## src/rtl/bsf_pkg.sv

```systemverilog
package bsf_pkg;

    localparam int REQ_W   = 3;
    localparam int BYTE_W  = 8;
    localparam int LEN_W   = 7;
    localparam int CAP_W   = 11;
    localparam int TOTAL_W = 32;

    localparam logic [CAP_W-1:0] CAP_RESET = 11'd1024;

    typedef enum logic [REQ_W-1:0] {
        REQ_WRITE = 3'd0,
        REQ_END   = 3'd1,
        REQ_ERROR = 3'd2,
        REQ_READ  = 3'd3,
        REQ_PEEK  = 3'd4,
        REQ_POP   = 3'd5
    } req_e;

    // result issued by the controller, data byte still in the store
    typedef struct packed {
        logic valid;
        logic byte_valid;
        logic last;
        logic write_accepted;
    } issue_t;

    typedef struct packed {
        logic               error_flag;
        logic               input_closed;
        logic               end_of_stream;
        logic [CAP_W-1:0]   fill_count;
        logic [CAP_W-1:0]   free_space;
        logic [TOTAL_W-1:0] bytes_written_total;
        logic [TOTAL_W-1:0] bytes_read_total;
    } status_t;

    typedef struct packed {
        logic [BYTE_W-1:0] byte_out;
        logic              byte_valid;
        logic              last;
        logic              write_accepted;
        status_t           status;
    } result_t;

endpackage

```

## src/rtl/bsf_req_if.sv

```systemverilog
interface bsf_req_if;
    logic                        valid;
    logic                        ready;
    logic [bsf_pkg::REQ_W-1:0]   req_type;
    logic [bsf_pkg::BYTE_W-1:0]  byte_in;
    logic [bsf_pkg::LEN_W-1:0]   length;

    modport source (output valid, output req_type, output byte_in, output length,
                    input ready);
    modport sink (input valid, input req_type, input byte_in, input length,
                  output ready);
endinterface

```

## src/rtl/bsf_ctrl.sv

```systemverilog
module bsf_ctrl #(
    parameter int DEPTH     = 1024,
    parameter int MAX_BURST = 64,
    parameter int AW        = 10
) (
    input  logic                       clk,
    input  logic                       rst_n,
    input  logic                       cfg_wr_en,
    input  logic [bsf_pkg::CAP_W-1:0]  cfg_wr_data,
    bsf_req_if.sink                    req,
    input  logic                       can_issue,
    output bsf_pkg::issue_t            issue,
    output bsf_pkg::status_t           status,
    output logic                       ram_we,
    output logic [AW-1:0]              ram_waddr,
    output logic [AW-1:0]              ram_raddr
);

    localparam int OW  = $clog2(DEPTH + 1);
    localparam int BW  = $clog2(MAX_BURST + 1);
    localparam int PW  = AW + 1;
    localparam int CW  = (OW > bsf_pkg::CAP_W) ? OW : bsf_pkg::CAP_W;
    localparam int LW  = (OW > BW) ? OW : BW;
    localparam int TW  = bsf_pkg::TOTAL_W;

    typedef enum logic [1:0] {
        ST_IDLE  = 2'b01,
        ST_BURST = 2'b10
    } state_t;

    state_t                    state_reg, state_next;
    logic [AW-1:0]             head_reg, head_next;
    logic [AW-1:0]             tail_reg, tail_next;
    logic [AW-1:0]             ptr_reg, ptr_next;
    logic [OW-1:0]             occ_reg, occ_next;
    logic [BW-1:0]             rem_reg, rem_next;
    logic                      ended_reg, ended_next;
    logic                      err_reg, err_next;
    logic [TW-1:0]             wcnt_reg, wcnt_next;
    logic [TW-1:0]             rcnt_reg, rcnt_next;
    logic [bsf_pkg::CAP_W-1:0] cap_reg;

    logic                      accept;
    logic [BW-1:0]             n_sat;
    logic                      n_big;
    logic [BW-1:0]             peek_n;
    logic [CW-1:0]             eff_cap;
    logic [CW-1:0]             free_cw;
    logic                      room;

    function automatic logic [AW-1:0] ptr_add(input logic [AW-1:0] p, input logic [PW-1:0] k);
        logic [PW-1:0] s;
        s = {1'b0, p} + k;
        if (s >= PW'(DEPTH))
        begin
            s = s - PW'(DEPTH);
        end
        return s[AW-1:0];
    endfunction

    function automatic logic [bsf_pkg::LEN_W-1:0] LEN_MAX();
        return bsf_pkg::LEN_W'(MAX_BURST);
    endfunction

    assign n_sat   = (req.length > LEN_MAX()) ? BW'(MAX_BURST) : BW'(req.length);
    assign n_big   = LW'(n_sat) > LW'(occ_reg);
    assign peek_n  = n_big ? BW'(occ_reg) : n_sat;
    assign eff_cap = (CW'(cap_reg) > CW'(DEPTH)) ? CW'(DEPTH) : CW'(cap_reg);
    assign room    = eff_cap > CW'(occ_reg);
    assign free_cw = room ? (eff_cap - CW'(occ_reg)) : '0;

    assign req.ready = (state_reg == ST_IDLE) && can_issue;
    assign accept    = req.valid && req.ready;
    assign ram_waddr = tail_reg;

    assign status.error_flag          = err_reg;
    assign status.input_closed        = ended_reg;
    assign status.end_of_stream       = ended_reg && (occ_reg == '0);
    assign status.fill_count          = bsf_pkg::CAP_W'(occ_reg);
    assign status.free_space          = bsf_pkg::CAP_W'(free_cw);
    assign status.bytes_written_total = wcnt_reg;
    assign status.bytes_read_total    = rcnt_reg;

    always_comb
    begin
        state_next = state_reg;
        head_next  = head_reg;
        tail_next  = tail_reg;
        ptr_next   = ptr_reg;
        occ_next   = occ_reg;
        rem_next   = rem_reg;
        ended_next = ended_reg;
        err_next   = err_reg;
        wcnt_next  = wcnt_reg;
        rcnt_next  = rcnt_reg;
        issue      = '0;
        ram_we     = 1'b0;
        ram_raddr  = head_reg;

        unique case (state_reg)
            ST_IDLE:
            begin
                if (accept)
                begin
                    issue.valid = 1'b1;
                    issue.last  = 1'b1;
                    unique case (bsf_pkg::req_e'(req.req_type))
                        bsf_pkg::REQ_WRITE:
                        begin
                            if (!ended_reg && !err_reg && room)
                            begin
                                ram_we               = 1'b1;
                                tail_next            = ptr_add(tail_reg, PW'(1));
                                occ_next             = occ_reg + OW'(1);
                                wcnt_next            = wcnt_reg + TW'(1);
                                issue.write_accepted = 1'b1;
                            end
                        end
                        bsf_pkg::REQ_END:
                        begin
                            ended_next = 1'b1;
                        end
                        bsf_pkg::REQ_ERROR:
                        begin
                            err_next = 1'b1;
                        end
                        bsf_pkg::REQ_READ, bsf_pkg::REQ_POP:
                        begin
                            if (n_big)
                            begin
                                err_next = 1'b1;
                            end
                            else
                            begin
                                head_next = ptr_add(head_reg, PW'(n_sat));
                                occ_next  = occ_reg - OW'(n_sat);
                                rcnt_next = rcnt_reg + TW'(n_sat);
                                if ((req.req_type == bsf_pkg::REQ_READ) && (n_sat != '0))
                                begin
                                    issue.byte_valid = 1'b1;
                                    issue.last       = (n_sat == BW'(1));
                                    ptr_next         = ptr_add(head_reg, PW'(1));
                                    rem_next         = n_sat - BW'(1);
                                    if (n_sat != BW'(1))
                                    begin
                                        state_next = ST_BURST;
                                    end
                                end
                            end
                        end
                        bsf_pkg::REQ_PEEK:
                        begin
                            if (peek_n != '0)
                            begin
                                issue.byte_valid = 1'b1;
                                issue.last       = (peek_n == BW'(1));
                                ptr_next         = ptr_add(head_reg, PW'(1));
                                rem_next         = peek_n - BW'(1);
                                if (peek_n != BW'(1))
                                begin
                                    state_next = ST_BURST;
                                end
                            end
                        end
                        default:
                        begin
                        end
                    endcase
                end
            end
            ST_BURST:
            begin
                ram_raddr = ptr_reg;
                if (can_issue)
                begin
                    issue.valid      = 1'b1;
                    issue.byte_valid = 1'b1;
                    issue.last       = (rem_reg == BW'(1));
                    ptr_next         = ptr_add(ptr_reg, PW'(1));
                    rem_next         = rem_reg - BW'(1);
                    if (rem_reg == BW'(1))
                    begin
                        state_next = ST_IDLE;
                    end
                end
            end
            default:
            begin
                state_next = ST_IDLE;
            end
        endcase
    end

    always_ff @(posedge clk or negedge rst_n)
    begin
        if (!rst_n)
        begin
            state_reg <= ST_IDLE;
            head_reg  <= '0;
            tail_reg  <= '0;
            ptr_reg   <= '0;
            occ_reg   <= '0;
            rem_reg   <= '0;
            ended_reg <= 1'b0;
            err_reg   <= 1'b0;
            wcnt_reg  <= '0;
            rcnt_reg  <= '0;
            cap_reg   <= bsf_pkg::CAP_RESET;
        end
        else
        begin
            state_reg <= state_next;
            head_reg  <= head_next;
            tail_reg  <= tail_next;
            ptr_reg   <= ptr_next;
            occ_reg   <= occ_next;
            rem_reg   <= rem_next;
            ended_reg <= ended_next;
            err_reg   <= err_next;
            wcnt_reg  <= wcnt_next;
            rcnt_reg  <= rcnt_next;
            if (cfg_wr_en)
            begin
                cap_reg <= cfg_wr_data;
            end
        end
    end

    a_occ_bound: assert property (@(posedge clk) disable iff (!rst_n)
        LW'(occ_reg) <= LW'(DEPTH))
        else $error("occupancy above store depth");

    a_ptr_consistent: assert property (@(posedge clk) disable iff (!rst_n)
        ptr_add(head_reg, PW'(occ_reg)) == tail_reg)
        else $error("head, tail and occupancy disagree");

    a_burst_remaining: assert property (@(posedge clk) disable iff (!rst_n)
        (state_reg == ST_BURST) |-> (rem_reg != '0) && !req.ready)
        else $error("burst state with nothing left to send");

endmodule

```

## src/flat_wrapper.sv

```systemverilog
// flat-port wrapper written by rule: the top's interface ports become plain ports
module bsf_ctrl_flat 
#(
    parameter int DEPTH     = 1024,
    parameter int MAX_BURST = 64,
    parameter int AW        = 10
)
  (clk, rst_n, cfg_wr_en, cfg_wr_data, can_issue, issue, status, ram_we, ram_waddr, ram_raddr, req_valid, req_req_type, req_byte_in, req_length, req_ready);
  bsf_req_if req_i ();
  input  logic clk;
  input  logic rst_n;
  input  logic cfg_wr_en;
  input  logic [bsf_pkg::CAP_W-1:0] cfg_wr_data;
  input  logic can_issue;
  output bsf_pkg::issue_t issue;
  output bsf_pkg::status_t status;
  output logic ram_we;
  output logic [AW-1:0] ram_waddr;
  output logic [AW-1:0] ram_raddr;
  input wire logic [$bits(req_i.valid)-1:0] req_valid;
  input wire logic [$bits(req_i.req_type)-1:0] req_req_type;
  input wire logic [$bits(req_i.byte_in)-1:0] req_byte_in;
  input wire logic [$bits(req_i.length)-1:0] req_length;
  output wire logic [$bits(req_i.ready)-1:0] req_ready;
  assign req_i.valid = req_valid;
  assign req_i.req_type = req_req_type;
  assign req_i.byte_in = req_byte_in;
  assign req_i.length = req_length;
  assign req_ready = req_i.ready;
  bsf_ctrl #(.DEPTH(DEPTH), .MAX_BURST(MAX_BURST), .AW(AW)) u_core (.clk(clk), .rst_n(rst_n), .cfg_wr_en(cfg_wr_en), .cfg_wr_data(cfg_wr_data), .req(req_i), .can_issue(can_issue), .issue(issue), .status(status), .ram_we(ram_we), .ram_waddr(ram_waddr), .ram_raddr(ram_raddr));
endmodule
```

## config.mk

```make
export PLATFORM = sky130hd
export DESIGN_NAME = bsf_ctrl_flat
export DESIGN_NICKNAME = d
export VERILOG_FILES = /design/src/rtl/bsf_pkg.sv /design/src/rtl/bsf_req_if.sv /design/src/rtl/bsf_ctrl.sv /design/src/flat_wrapper.sv
export SDC_FILE = /design/constraint.sdc
export NUM_CORES = 1
export LEC_CHECK = 0
export ABC_AREA = 1
export BUFFER_PORTS_ARGS = -buffer_cell sky130_fd_sc_hd__buf_4
export CAP_MARGIN = 20
export CORE_AREA = 3 3 173 141
export CTS_BUF_LIST = sky130_fd_sc_hd__clkbuf_2 sky130_fd_sc_hd__clkbuf_4 sky130_fd_sc_hd__clkbuf_8
export DETAILED_ROUTE_END_ITERATION = 10
export DIE_AREA = 0 0 176 144
export PLACE_DENSITY_LB_ADDON = 0.08
export SLEW_MARGIN = 15
export SYNTH_ARGS = -nofsm -noshare
export SYNTH_HDL_FRONTEND = slang
export SYNTH_SLANG_ARGS = --single-unit
```

## constraint.sdc

```tcl
create_clock -name clk -period 5.4 [get_ports clk]
set_clock_uncertainty 0.15 [all_clocks]
set_input_delay 1.08 -clock clk [delete_from_list [all_inputs] [get_ports clk]]
set_output_delay 1.08 -clock clk [all_outputs]
set_load 0.005 [all_outputs]
```

==> impl_metrics.json <==
{
  "outcome": "completed",
  "worst_setup_path_start_kind": "input pin",
  "place_hpwl_microns": 19700,
  "core_area_sq_um": 22600,
  "ys_ff_latch": 127,
  "irDropWorstVdd_v": 0.000132,
  "numClockSinks": 127,
  "synth_fa_ha_area_frac": 0.0726,
  "synthTopCellsByArea": "dfrtp_1 35%, nand2_1 12%, xor2_1 6.4%",
  "fillers": 2306,
  "grt_max_degree": 48,
  "syn_area_per_cell_sq_um": 7.49,
  "synth_edf_count": 0,
  "synthCells": 1206,
  "critPathKind": "in -> out",
  "grt_pass1_vias": 7783,
  "syn_area_sq_um": 9040,
  "ios": 149,
  "viasPerCell": 4.92,
  "fmax_ghz": 0.195,
  "antenna_found_initial": 0,
  "ant_nets": 0,
  "rows": 49,
  "drc": 0,
  "utilization": 0.487,
  "cp.required_ps": 4170,
  "yosysWarnings": 0,
  "synth.distinct_cells": 52,
  "relSlewSlack": 0.572,
  "clk_latency_ps": 450,
  "yosysTopAreaCell": "dfrtp_1",
  "track_usage": 0.202,
  "syn_nets": 1290,
  "p_leak_nw": 5.43,
  "die_h_microns": 144,
  "clk_pin_slew_ps": 90,
  "finalWorstSetupSlack_ps": 262,
  "seq_area_frac_synth": 0.352,
  "drv_cap": 0,
  "post-place-ws_ps": 134,
  "finalCritPeriodShare": 0.951,
  "cts_root_buffer": "clkbuf_8",
  "drive_gt1_frac": 0.199,
  "hold_class": "reg -> reg",
  "syn_to_final_growth_pct": 21.9,
  "drtPass1Iterations": 5,
  "final_cells": 1685,
  "vias": 8290,
  "async_reset_ff_frac": 1.00,
  "synth-compound-area-share": 0.0950,
  "synth_top_area_frac": 0.346,
  "avgRoutedWirePerCell_microns": 15.0,
  "synth_top_family_by_area": "simple AND/OR/NAND/NOR gates",
  "worstPathArrival_ps": 3910,
  "synthMuxAreaShare": 0,
  "yosys-top-cells-count": "289 x nand2_1, 153 x inv_1, 125 x dfrtp_1",
  "wl_microns": 25400,
  "power_mw": 4.01,
  "cts_tree": "done",
  "whs_ps": 322,
  "n_antenna_cell": 0,
  "nets": 1450,
  "yosysMostFrequentCell": "nand2_1",
  "die_w_microns": 176,
  "synthFlopType": "dfrtp_1",
  "drt-initial-drc-count": 476,
  "setup_violations": 0,
  "drv_slew": 0,
  "gp_congestion": 0.936,
  "hold_violations": 0,
  "end_kind": "output port",
  "port_buffers": 140,
  "grt_first_pass_wirelength_microns": 40700,
  "dp.cells": 1650,
  "cts_inserted_buffers": 17,
  "p_per_area_nw_per_um2": 364,
  "grt_overflow": 0,
  "fin_crit_ps": 5140,
  "cp_max_fo": 8,
  "fp.dieArea_sq_um": 25300,
  "clockBufferDepth": 2,
  "synth_xor_area_frac": 0.0950,
  "htree_levels": 4,
  "start_util": 0.399,
  "yosys.area_share.simple": 0.304,
  "worst_pin_slew_ps": 634
}
## power by group
part / leakage, nW / switching (mW) / internal (mW)
sequential: 1.55 / 0.199 / 1.13
clock: 0.223 / 0.434 / 0.512
combinational: 3.66 / 1.02 / 0.706
## final timing paths
kind	from	to	slack (ps)	cells past startpoint
setup / recovery	req_length[5]	issue[1]	260	24
hold / removal	u_core.wcnt_reg[31]	u_core.wcnt_reg[31]	320	1
setup reg to reg	u_core.cap_reg[0]	u_core.wcnt_reg[22]	1850	14
hold reg to reg	u_core.wcnt_reg[31]	u_core.wcnt_reg[31]	320	1
max in group asynchronous	rst_n	u_core.rcnt_reg[5]	3770	2
min in group asynchronous	rst_n	u_core.ended_reg	350	1
## per-stage QoR
step                      instance area, sq um  TNS (ps)
after global routing                     11000     -7.30
after detailed placement                 10500         0
final                                    11000         0
after CTS                                10900         0
after floorplan                           9040         0
after global placement                   10500         0
## what timing repair did
action / CTS / global route
hold buffers: 0 / 0
setup endpoints to repair: 0 / 2
setup buffers: 0 / 3
gates resized for setup: 0 / 11
## worst max-delay path, stage by stage
cell and delay, ps:
buf_4 120, nor2_2 150, nand3_1 120, nand2_2 150, buf_4 130, nand2_1 90, ha_4 250, nand2_1 70
inv_2 50, nand2_2 70, nand2_1 80, nor2_4 200, nand2_4 120, buf_4 180, nand2_1 60, nand2_1 160
nor2_4 190, nand3_2 100, nand2_4 90, inv_1 70, nand2_1 60, nand2_1 50, a21oi_1 150, buf_4 130
## kinds of logic (layout without fill, tap and decap cells)
group,count (synthesis),count (layout)
adders and majority gates,50,50
and+or+nand+nor,599,599
DFF,127,127
buffers and inverters,179,352
xor gates and xnor gates,98,98
AOI/OAI and AO/OA,153,153
## layer usage
metal  global-route usage  share of wire
met1                0.311           0.52
met2                0.293           0.41
met3               0.0365          0.051
met4               0.0446          0.013
met5                    0              0
## placed cells by master, fill, tap and decap left out, types with 3 or more instances in the layout
cell type,count
a21oi_1,40
buf_4,162
bufinv_16,4
clkbuf_8,17
clkinv_4,4
dfrtp_1,125
fa_1,4
ha_1,42
ha_4,4
inv_1,153
inv_2,3
inv_6,3
nand2_1,286
nand2_2,21
nand2_4,9
nand3_1,68
nand4_1,27
nor2_1,109
nor2_2,6
nor2_4,6
nor3_1,25
nor3_2,3
nor4_1,18
o21ai_0,83
o21ai_1,4
o21ai_2,8
or2_2,9
xnor2_1,32
xor2_1,66
## layout make-up
type,instances,area [sq um],area share
Sequential cell,127,3180,0.289
Clock inverter,15,210,0.0191
Clock buffer,17,234,0.0212
Multi-Input combinational cell,900,5190,0.471
Inverter,157,589,0.0535
Timing Repair Buffer,163,1230,0.111
Tap cell,306,383,0.0348
No activity file was read; power rests on OpenSTA's default activity.
