$ cat config.mk
export PLATFORM = sky130hd
export DESIGN_NAME = bsf_out_flat
export DESIGN_NICKNAME = d
export VERILOG_FILES = /design/src/rtl/bsf_pkg.sv /design/src/rtl/bsf_rsp_if.sv /design/src/rtl/bsf_out.sv /design/src/flat_wrapper.sv
export SDC_FILE = /design/constraint.sdc
export NUM_CORES = 1
export LEC_CHECK = 0
export BUFFER_PORTS_ARGS = -buffer_cell sky130_fd_sc_hd__buf_4
export CAP_MARGIN = 20
export CORE_UTILIZATION = 40
export CTS_BUF_LIST = sky130_fd_sc_hd__clkbuf_8
export CTS_CLUSTER_DIAMETER = 120
export DETAILED_ROUTE_END_ITERATION = 12
export PLACE_DENSITY = 0.73
export SYNTH_ARGS = -nofsm -noshare
export SYNTH_HDL_FRONTEND = slang
export SYNTH_SLANG_ARGS = --single-unit
$ cat constraint.sdc
create_clock -name clk -period 6.15 [get_ports clk]
set_input_delay 0.615 -clock clk [delete_from_list [all_inputs] [get_ports clk]]
set_output_delay 0.615 -clock clk [all_outputs]
set_load 0.03 [all_outputs]
$ cat src/rtl/bsf_pkg.sv
package bsf_pkg;

    localparam int REQ_W   = 3;
    localparam int BYTE_W  = 8;
    localparam int LEN_W   = 7;
    localparam int CAP_W   = 11;
    localparam int TOTAL_W = 32;

    localparam logic [CAP_W-1:0] CAP_RESET = 11'd1024;

    typedef enum logic [REQ_W-1:0] {
        REQ_WRITE = 3'd0,
        REQ_END   = 3'd1,
        REQ_ERROR = 3'd2,
        REQ_READ  = 3'd3,
        REQ_PEEK  = 3'd4,
        REQ_POP   = 3'd5
    } req_e;

    // result issued by the controller, data byte still in the store
    typedef struct packed {
        logic valid;
        logic byte_valid;
        logic last;
        logic write_accepted;
    } issue_t;

    typedef struct packed {
        logic               error_flag;
        logic               input_closed;
        logic               end_of_stream;
        logic [CAP_W-1:0]   fill_count;
        logic [CAP_W-1:0]   free_space;
        logic [TOTAL_W-1:0] bytes_written_total;
        logic [TOTAL_W-1:0] bytes_read_total;
    } status_t;

    typedef struct packed {
        logic [BYTE_W-1:0] byte_out;
        logic              byte_valid;
        logic              last;
        logic              write_accepted;
        status_t           status;
    } result_t;

endpackage

$ cat src/rtl/bsf_rsp_if.sv
interface bsf_rsp_if;
    logic                         valid;
    logic                         ready;
    logic [bsf_pkg::BYTE_W-1:0]   byte_out;
    logic                         byte_valid;
    logic                         last;
    logic                         write_accepted;
    logic                         error_flag;
    logic                         input_closed;
    logic                         end_of_stream;
    logic [bsf_pkg::CAP_W-1:0]    fill_count;
    logic [bsf_pkg::CAP_W-1:0]    free_space;
    logic [bsf_pkg::TOTAL_W-1:0]  bytes_written_total;
    logic [bsf_pkg::TOTAL_W-1:0]  bytes_read_total;

    modport source (output valid, output byte_out, output byte_valid, output last,
                    output write_accepted, output error_flag, output input_closed,
                    output end_of_stream, output fill_count, output free_space,
                    output bytes_written_total, output bytes_read_total,
                    input ready);
    modport sink (input valid, input byte_out, input byte_valid, input last,
                  input write_accepted, input error_flag, input input_closed,
                  input end_of_stream, input fill_count, input free_space,
                  input bytes_written_total, input bytes_read_total,
                  output ready);
endinterface

$ cat src/rtl/bsf_out.sv
module bsf_out (
    input  logic                       clk,
    input  logic                       rst_n,
    input  bsf_pkg::issue_t            issue,
    input  bsf_pkg::status_t           status,
    input  logic [bsf_pkg::BYTE_W-1:0] rdata,
    output logic                       can_issue,
    bsf_rsp_if.source                  rsp
);

    logic              s1_valid_reg;
    bsf_pkg::issue_t   s1_meta_reg;
    bsf_pkg::result_t  fifo_reg [2];
    logic              wr_ptr_reg;
    logic              rd_ptr_reg;
    logic [1:0]        cnt_reg;

    logic              push;
    logic              pop;
    bsf_pkg::result_t  push_item;
    bsf_pkg::result_t  head;

    // status is taken from the state registers in the cycle after issue,
    // when the whole request has already updated them
    assign push                     = s1_valid_reg;
    assign push_item.byte_out       = s1_meta_reg.byte_valid ? rdata : '0;
    assign push_item.byte_valid     = s1_meta_reg.byte_valid;
    assign push_item.last           = s1_meta_reg.last;
    assign push_item.write_accepted = s1_meta_reg.write_accepted;
    assign push_item.status         = status;

    assign head      = fifo_reg[rd_ptr_reg];
    assign rsp.valid = (cnt_reg != 2'd0);
    assign pop       = rsp.valid && rsp.ready;
    assign can_issue = (3'(cnt_reg) + 3'(s1_valid_reg) - 3'(pop)) < 3'd2;

    assign rsp.byte_out            = head.byte_out;
    assign rsp.byte_valid          = head.byte_valid;
    assign rsp.last                = head.last;
    assign rsp.write_accepted      = head.write_accepted;
    assign rsp.error_flag          = head.status.error_flag;
    assign rsp.input_closed        = head.status.input_closed;
    assign rsp.end_of_stream       = head.status.end_of_stream;
    assign rsp.fill_count          = head.status.fill_count;
    assign rsp.free_space          = head.status.free_space;
    assign rsp.bytes_written_total = head.status.bytes_written_total;
    assign rsp.bytes_read_total    = head.status.bytes_read_total;

    always_ff @(posedge clk)
    begin
        s1_meta_reg <= issue;
        if (push)
        begin
            fifo_reg[wr_ptr_reg] <= push_item;
        end
    end

    always_ff @(posedge clk or negedge rst_n)
    begin
        if (!rst_n)
        begin
            s1_valid_reg <= 1'b0;
            wr_ptr_reg   <= 1'b0;
            rd_ptr_reg   <= 1'b0;
            cnt_reg      <= 2'd0;
        end
        else
        begin
            s1_valid_reg <= issue.valid;
            if (push)
            begin
                wr_ptr_reg <= !wr_ptr_reg;
            end
            if (pop)
            begin
                rd_ptr_reg <= !rd_ptr_reg;
            end
            cnt_reg <= cnt_reg + 2'(push) - 2'(pop);
        end
    end

    a_no_overflow: assert property (@(posedge clk) disable iff (!rst_n)
        (cnt_reg == 2'd2) && s1_valid_reg |-> pop)
        else $error("result queue overflow");

    a_issue_credit: assert property (@(posedge clk) disable iff (!rst_n)
        issue.valid |-> can_issue)
        else $error("result issued without queue space");

endmodule

$ cat src/flat_wrapper.sv
// flat-port wrapper written by rule: the top's interface ports become plain ports
module bsf_out_flat 
  (clk, rst_n, issue, status, rdata, can_issue, rsp_valid, rsp_byte_out, rsp_byte_valid, rsp_last, rsp_write_accepted, rsp_error_flag, rsp_input_closed, rsp_end_of_stream, rsp_fill_count, rsp_free_space, rsp_bytes_written_total, rsp_bytes_read_total, rsp_ready);
  bsf_rsp_if rsp_i ();
  input  logic clk;
  input  logic rst_n;
  input  bsf_pkg::issue_t issue;
  input  bsf_pkg::status_t status;
  input  logic [bsf_pkg::BYTE_W-1:0] rdata;
  output logic can_issue;
  output wire logic [$bits(rsp_i.valid)-1:0] rsp_valid;
  output wire logic [$bits(rsp_i.byte_out)-1:0] rsp_byte_out;
  output wire logic [$bits(rsp_i.byte_valid)-1:0] rsp_byte_valid;
  output wire logic [$bits(rsp_i.last)-1:0] rsp_last;
  output wire logic [$bits(rsp_i.write_accepted)-1:0] rsp_write_accepted;
  output wire logic [$bits(rsp_i.error_flag)-1:0] rsp_error_flag;
  output wire logic [$bits(rsp_i.input_closed)-1:0] rsp_input_closed;
  output wire logic [$bits(rsp_i.end_of_stream)-1:0] rsp_end_of_stream;
  output wire logic [$bits(rsp_i.fill_count)-1:0] rsp_fill_count;
  output wire logic [$bits(rsp_i.free_space)-1:0] rsp_free_space;
  output wire logic [$bits(rsp_i.bytes_written_total)-1:0] rsp_bytes_written_total;
  output wire logic [$bits(rsp_i.bytes_read_total)-1:0] rsp_bytes_read_total;
  input wire logic [$bits(rsp_i.ready)-1:0] rsp_ready;
  assign rsp_valid = rsp_i.valid;
  assign rsp_byte_out = rsp_i.byte_out;
  assign rsp_byte_valid = rsp_i.byte_valid;
  assign rsp_last = rsp_i.last;
  assign rsp_write_accepted = rsp_i.write_accepted;
  assign rsp_error_flag = rsp_i.error_flag;
  assign rsp_input_closed = rsp_i.input_closed;
  assign rsp_end_of_stream = rsp_i.end_of_stream;
  assign rsp_fill_count = rsp_i.fill_count;
  assign rsp_free_space = rsp_i.free_space;
  assign rsp_bytes_written_total = rsp_i.bytes_written_total;
  assign rsp_bytes_read_total = rsp_i.bytes_read_total;
  assign rsp_i.ready = rsp_ready;
  bsf_out u_core (.clk(clk), .rst_n(rst_n), .issue(issue), .status(status), .rdata(rdata), .can_issue(can_issue), .rsp(rsp_i));
endmodule
==> impl_metrics.csv, run 1 <==
group,metric,value,unit
outcome,status,"completed",
sta,drv_slew,0,
detailed_routing,drtAntennaViolNets,0,
yosys,synthArstFlopShare,2.40,%
yosys,yosys.area_share.adder,0.562,%
sta,hold_viol,0,
global_routing,grt_usage,13.7,%
detailed_routing,first_pass_iters,4,
clock_tree,ctsHoldBuffers,1,
yosys,synth-main-ff-cell,"edfxtp_1",
yosys,synth.area.top_cells,"edfxtp_1 75%, mux2_4 17%, buf_12 2.2%",
finish,final_cells,868,
worst_setup_path,arrival,2.39,ns
clock_tree,cts_max_level,2,
clock_tree,clockBufferDepth,3,
finish,final_util,53.5,%
sta,finalSetupViolations,0,
clock_tree,root_buffer,"clkbuf_8",
die,rows,51,
die,start_util,41.0,%
placement,port_buffers,205,
detailed_routing,drcViolationCount,0,
sta,fmax,0.333,GHz
worst_setup_path,setup.worst_path.class,"flip-flop to primary output",
placement,dpl.hpwl,9.34,mm
sta,finClkSkew,0.0127,ns
power_and_ir_drop,p_total,5150,uW
yosys,synth.largest_area_cell,"edfxtp_1",
clock_tree,cts_tree,"built",
detailed_routing,route.met2.wl,7.22,mm
yosys,synth_enable_flop_cells,200,
yosys,ys_ff_latch,208,
power_and_ir_drop,p_per_area,493,nW/um^2
finish,area_growth,30.3,%
clock_tree,path_clk_slew,0.06,ns
yosys,yosysSeqAreaShare,77.2,%
finish,drive_gt1_share,59.0,%
clock_tree,cts_buffers,34,
global_routing,grt_pass1_wl,21.3,mm
clock_tree,clock-sinks,208,
finish,antenna_cells,0,
sta,worst_slew_pin_slew,0.828,ns
die,io_pins,206,
yosys,syn_area,8020,sq um
detailed_routing,vias_per_cell,4.44,
yosys,synthXorXnorAreaFrac,0.328,%
sta,tns,0,ns
worst_setup_path,worst-path-max-fanout,3,
sta,post-route-period-util,48.9,%
yosys,syn_area_per_cell,23.4,sq um
yosys,yosysWarnings,0,
sta,relSlewSlack,44.8,%
min_path,hold_class,"primary input to flip-flop",
yosys,synthSimpleGateAreaFrac,0.874,%
yosys,synth.distinct_cells,18,
worst_setup_path,end_kind,"primary output",
yosys,yosysMostFrequentCell,"edfxtp_1",
global_routing,antenna_found_initial,0,
clock_tree,postCtsSetupBuffers,0,
detailed_routing,vias,3855,
placement,place_inst,804,
yosys,synthesis.nets,449,
finish,nets,685,
worst_setup_path,start_kind,"flip-flop",
yosys,synth_top_area_share,74.9,%
placement,globalplace.congestion,0.715,
worst_setup_path,critical_path_required,5.53,ns
global_routing,grt.overflow.total,0,
global_routing,grt_pass1_vias,4072,
die,die_area,20600,sq um
sta,holdWs,0.231,ns
sta,period_needed,3.01,ns
detailed_routing,met1_length,5.58,mm
die,fp.coreArea,19500,sq um
detailed_routing,wl_met3,1.11,mm
yosys,synth_top_family_by_area,"multiplexers",
sta,rsz0062_at_grt,"false",
global_routing,grt_max_degree,62,
detailed_routing,drt_wl_total,14.1,mm
finish,largest_reg_flops,200,
yosys,synth-compound-area-share,0.0937,%
flow_run,max_cap_viol_count,0,
power_and_ir_drop,ir_drop,0.286,mV
power_and_ir_drop,p_leak,0.00425,uW
detailed_routing,avgRoutedWirePerCell,16.3,microns
detailed_routing,top_layer,"met4",
die,die_h,144,microns
yosys,synthTopCellsByCount,"200 x edfxtp_1, 90 x mux2_4, 10 x mux2_2, 9 x and2_1, 9 x buf_12",
detailed_routing,first_iter_violations,171,
clock_tree,cts_resized,0,
yosys,synthCells,342,
clock_tree,clock_latency,0.49,ns
die,die_x,144,microns
yosys,muxShareOfSynthArea,18.3,%
-- layout by cell type, fill, tap and decap left out --
master         netlist  layout
and2_1               9       8
and2_4               0       1
buf_12               9       1
buf_16               0       1
buf_4                0     208
bufinv_16            0       1
clkbuf_8             0      40
clkinv_1             0       4
clkinv_2             0       2
dfrtp_1              5       4
dfrtp_4              0       1
dfxtp_1              3       3
dlygate4sd3_1        0       1
edfxtp_1           200     200
fa_1                 1       1
ha_1                 2       2
inv_1                4      18
mux2_2              10      10
mux2_4              90      90
nand2_1              1       1
nor2_1               1       1
nor2b_4              0       1
o21a_1               1       1
xnor2_1              1       1
xor2_1               2       2
-- layer usage --
layer  global-route usage, %  vias up
met5                       0        -
met4                    4.76        0
met3                    4.97       23
met2                    23.7      148
met1                    15.7     1866
li1                        -     1818
-- power breakdown --
| part | total [uW] | internal [uW] | switching (uW) | leakage [uW] |
|---|---|---|---|---|
| Clock | 1130 | 631 | 496 | 0.000390 |
| Sequential | 1970 | 1880 | 92.1 | 0.00196 |
| Combinational | 2050 | 908 | 1140 | 0.00190 |
| Total | 5150 | 3420 | 1730 | 0.00425 |
-- critical path, cell delays in order, from the launching register on --
cell and delay, ns:
dfrtp_1 0.41, o21a_1 0.22, ha_1 0.29, inv_1 0.04, ha_1 0.18, fa_1 0.39
xnor2_1 0.14, nor2_1 0.08, buf_4 0.16
-- logic make-up after synthesis --
kind of cell             Yosys count
AO/OA/AOI/OAI                      1
XOR/XNOR                           3
adder cells (fa/ha/maj)            3
buffers and inverters             15
flip-flops                       208
multiplexers                     100
AND/OR/NAND/NOR                   12
-- layout make-up --
type                       instances  area (sq um)
sequential                       208          6190
multi-input combinational        119          1620
fill                            1596          9080
clock buffer                      40           551
inverter                           4          15.0
tap                              265           332
clock inverter                    21           108
timing repair buffer             211          1620
-- stage by stage --
step           setup WS (ns)  area [sq um]
2_1_floorplan          0.750          8020
3_3_place_gp            3.13          9730
3_5_place_dp            3.09          9730
4_1_cts                 2.53         10400
5_1_grt                 2.97         10400
6_report                3.14         10400
-- worst paths after layout --
check                           slack (ns)                          endpoint  cells past startpoint                           from
worst min-delay path                  0.23      u_core.push_item[91]$_DFF_P_                      1                       issue[2]
worst max-delay path                  3.14                         can_issue                      8    u_core.cnt_reg[1]$_DFF_PN0_
min in group asynchronous             0.47     u_core.rd_ptr_reg$_DFFE_PN0P_                      2                          rst_n
worst max register to register        4.00  u_core.fifo_reg[1][97]$_DFFE_PP_                      2  u_core.wr_ptr_reg$_DFFE_PN0P_
worst min register to register        0.45  u_core.fifo_reg[1][89]$_DFFE_PP_                      0   u_core.push_item[89]$_DFF_P_
max in group asynchronous             5.56     u_core.rd_ptr_reg$_DFFE_PN0P_                      2                          rst_n
(Power assumes the default switching activity.)
==> run 2, diff against run 1 <==
- ABC_AREA: default -> 1
- PLACE_DENSITY: 0.73 -> 0.76
- clock period: 6.15 -> 2.5 ns (I/O delays scaled with it)
==> run 2 against run 1 <==
Net effect: critical path type unchanged; die area is 3.9% lower; sequential power grew 140%; synthesized area decreased by 3.9%; register-to-register slack worse by 3.2 ns; sequential share of layout area shrank 3.7 points; critical path depth rose by 1; worst setup slack worse by 3.3 ns; the run now ends with setup timing left; utilization grew 5.9 points; critical endpoint unchanged; non-clock buffer count rose by 99; hold slack got worse by 0.19 ns.
==> impl_metrics.csv, run 2 <==
group,metric,value,unit
yosys,synth_enable_flop_cells,200,
global_routing,grt_max_degree,102,
finish,mostFrequentLayoutCells,"312 x nand2_1, 207 x buf_4, 200 x edfxtp_1",
sta,tns,-0.113,ns
sta,fmax,0.383,GHz
detailed_routing,first_iter_violations,179,
detailed_routing,drtAntennaViolNets,0,
global_routing,grt_usage,17.7,%
flow_run,max_cap_viol_count,0,
outcome,status,"finished with violations",
yosys,synth-main-ff-cell,"edfxtp_1",
die,die_x,141,microns
sta,drv_slew,0,
clock_tree,cts_max_level,2,
yosys,syn_area_per_cell,13.6,sq um
yosys,synth.area.top_cells,"edfxtp_1 78%, nand2_1 15%, dfrtp_1 1.6%",
worst_setup_path,start_kind,"flip-flop",
placement,port_buffers,205,
clock_tree,clock-sinks,208,
clock_tree,path_clk_slew,0.06,ns
detailed_routing,avgRoutedWirePerCell,15.3,microns
worst_setup_path,endpoint,"can_issue",
global_routing,grt_pass1_vias,5506,
die,die_area,19800,sq um
worst_setup_path,worst-path-max-fanout,2,
sta,holdWs,0.0409,ns
worst_setup_path,reg2reg_slack,0.81,ns
sta,period_needed,2.61,ns
worst_setup_path,arrival,2.36,ns
global_routing,grt_pass1_wl,27.1,mm
sta,worst_slew_pin_slew,0.627,ns
power_and_ir_drop,p_per_area,1190,nW/um^2
yosys,yosysWarnings,0,
worst_setup_path,end_kind,"primary output",
yosys,yosysMostFrequentCell,"nand2_1",
sta,hold_viol,0,
yosys,ys_ff_latch,208,
worst_setup_path,rr_worst_depth,6,
finish,area_growth,44.7,%
worst_setup_path,reg2reg_to,"u_core.cnt_reg[1]$_DFF_PN0_",
yosys,synthArstFlopShare,2.40,%
yosys,synthCells,568,
clock_tree,clock_latency,0.49,ns
worst_setup_path,critical_path_required,2.25,ns
detailed_routing,drt_wl_total,17.6,mm
worst_setup_path,startpoint,"u_core.cnt_reg[0]$_DFF_PN0_",
yosys,yosysSeqAreaShare,80.4,%
clock_tree,cts_buffers,36,
yosys,synthTopCellsByCount,"312 x nand2_1, 200 x edfxtp_1, 15 x inv_1, 11 x buf_4, 9 x buf_6",
clock_tree,clockBufferDepth,3,
finish,largest_reg_flops,200,
yosys,synth_top_area_share,78.0,%
min_path,hold_class,"primary input to flip-flop",
sta,finClkSkew,0.0161,ns
sta,finalSetupViolations,1,
detailed_routing,vias_per_cell,4.60,
sta,post-route-period-util,105,%
detailed_routing,drcViolationCount,0,
min_path,min_delay_path_depth,3,
sta,rsz0062_at_grt,"true",
worst_setup_path,setup.worst_path.class,"flip-flop to primary output",
placement,pre_cts_slack,0.307,ns
yosys,syn_area,7700,sq um
worst_setup_path,r2r-start,"u_core.cnt_reg[0]$_DFF_PN0_",
die,die_h,141,microns
clock_tree,root_buffer,"clkbuf_8",
power_and_ir_drop,ir_drop,0.891,mV
die,start_util,41.0,%
sta,fin_ws,-0.113,ns
finish,drive_gt1_share,28.7,%
finish,nets,1000,
global_routing,antenna_found_initial,0,
finish,antenna_cells,0,
finish,layout_commonest_cell,"nand2_1",
clock_tree,cts_tree,"built",
die,io_pins,206,
power_and_ir_drop,p_leak,0.00485,uW
global_routing,grt.overflow.total,0,
placement,dpl.hpwl,9.44,mm
die,rows,50,
yosys,synth.distinct_cells,17,
sta,relSlewSlack,58.2,%
detailed_routing,vias,5288,
yosys,synth.largest_area_cell,"edfxtp_1",
outcome,violations,"setup timing",
yosys,synthesis.nets,675,
placement,globalplace.congestion,0.697,
detailed_routing,first_pass_iters,5,
finish,fillers,1426,
die,fp.coreArea,18800,sq um
run 2: area by class of cell:
class	instances	area [sq um]	area share, %
clock buffers	39	537	4.82
flip-flops and latches	208	6190	55.6
inverters	16	65.1	0.584
repair buffers	310	2650	23.7
multi-input cells	321	1270	11.4
well taps	234	293	2.63
clock inverters	21	133	1.19
run 2: through the flow:
stage	util [%]	std cells	total power [uW]	area (sq um)
after floorplan	-	568	8280	7710
after CTS	59.3	1149	13300	11100
after global placement	50.5	990	10100	9470
after global routing	59.4	1149	13900	11100
final	59.4	1149	13200	11100
after detailed placement	50.5	990	10200	9470
run 2: logic make-up (layout without fill, tap and decap cells):
logic type | count (synthesis) | in the layout | share of synthesized area [%]
fa+ha+maj | 3 | 3 | 0.585
flops | 208 | 208 | 80.4
compound gates | 1 | 1 | 0.0649
xor+xnor | 2 | 2 | 0.228
simple gates | 315 | 315 | 15.4
buf+inv | 39 | 386 | 3.35
run 2: where the power goes:
part | internal [uW] | switching, uW
sequential | 4620 | 173
combinational | 1820 | 3710
clock | 1630 | 1260
run 2: how the worst min path moves through the flow:
stage          startpoint                               end
2_1_floorplan       rst_n       u_core.cnt_reg[0]$_DFF_PN0_
3_3_place_gp        rst_n       u_core.cnt_reg[0]$_DFF_PN0_
3_5_place_dp        rst_n       u_core.cnt_reg[0]$_DFF_PN0_
4_1_cts         rsp_ready     u_core.rd_ptr_reg$_DFFE_PN0P_
5_1_grt          rdata[4]  u_core.fifo_reg[0][96]$_DFFE_PP_
6_report         rdata[3]  u_core.fifo_reg[0][95]$_DFFE_PP_
run 2: worst max-delay path: stages (launching register included):
cell and delay (ns):
dfrtp_1 0.40, o21ai_2 0.17, inv_1 0.07, ha_1 0.26, inv_1 0.04, ha_2 0.16
fa_2 0.36, xnor2_2 0.15, nor2_1 0.09, buf_4 0.17
run 2: what timing repair did:
item / CTS / global route
gates resized for setup: 4 / 1
setup buffers: 2 / 0
setup endpoints to repair: 1 / 1
hold buffers: 97 / 0
gates cloned: 0 / 0
pin swaps: 4 / 3
endpoints found under the hold margin: 193 / 0
run 2: per-layer routing:
layer	vias to the layer above	wire length, microns	track usage [%]
met3	33	1450	5.64
met5	-	0	0
met4	0	331	6.29
met2	207	8990	31.5
li1	2551	-	-
met1	2497	6800	19.8
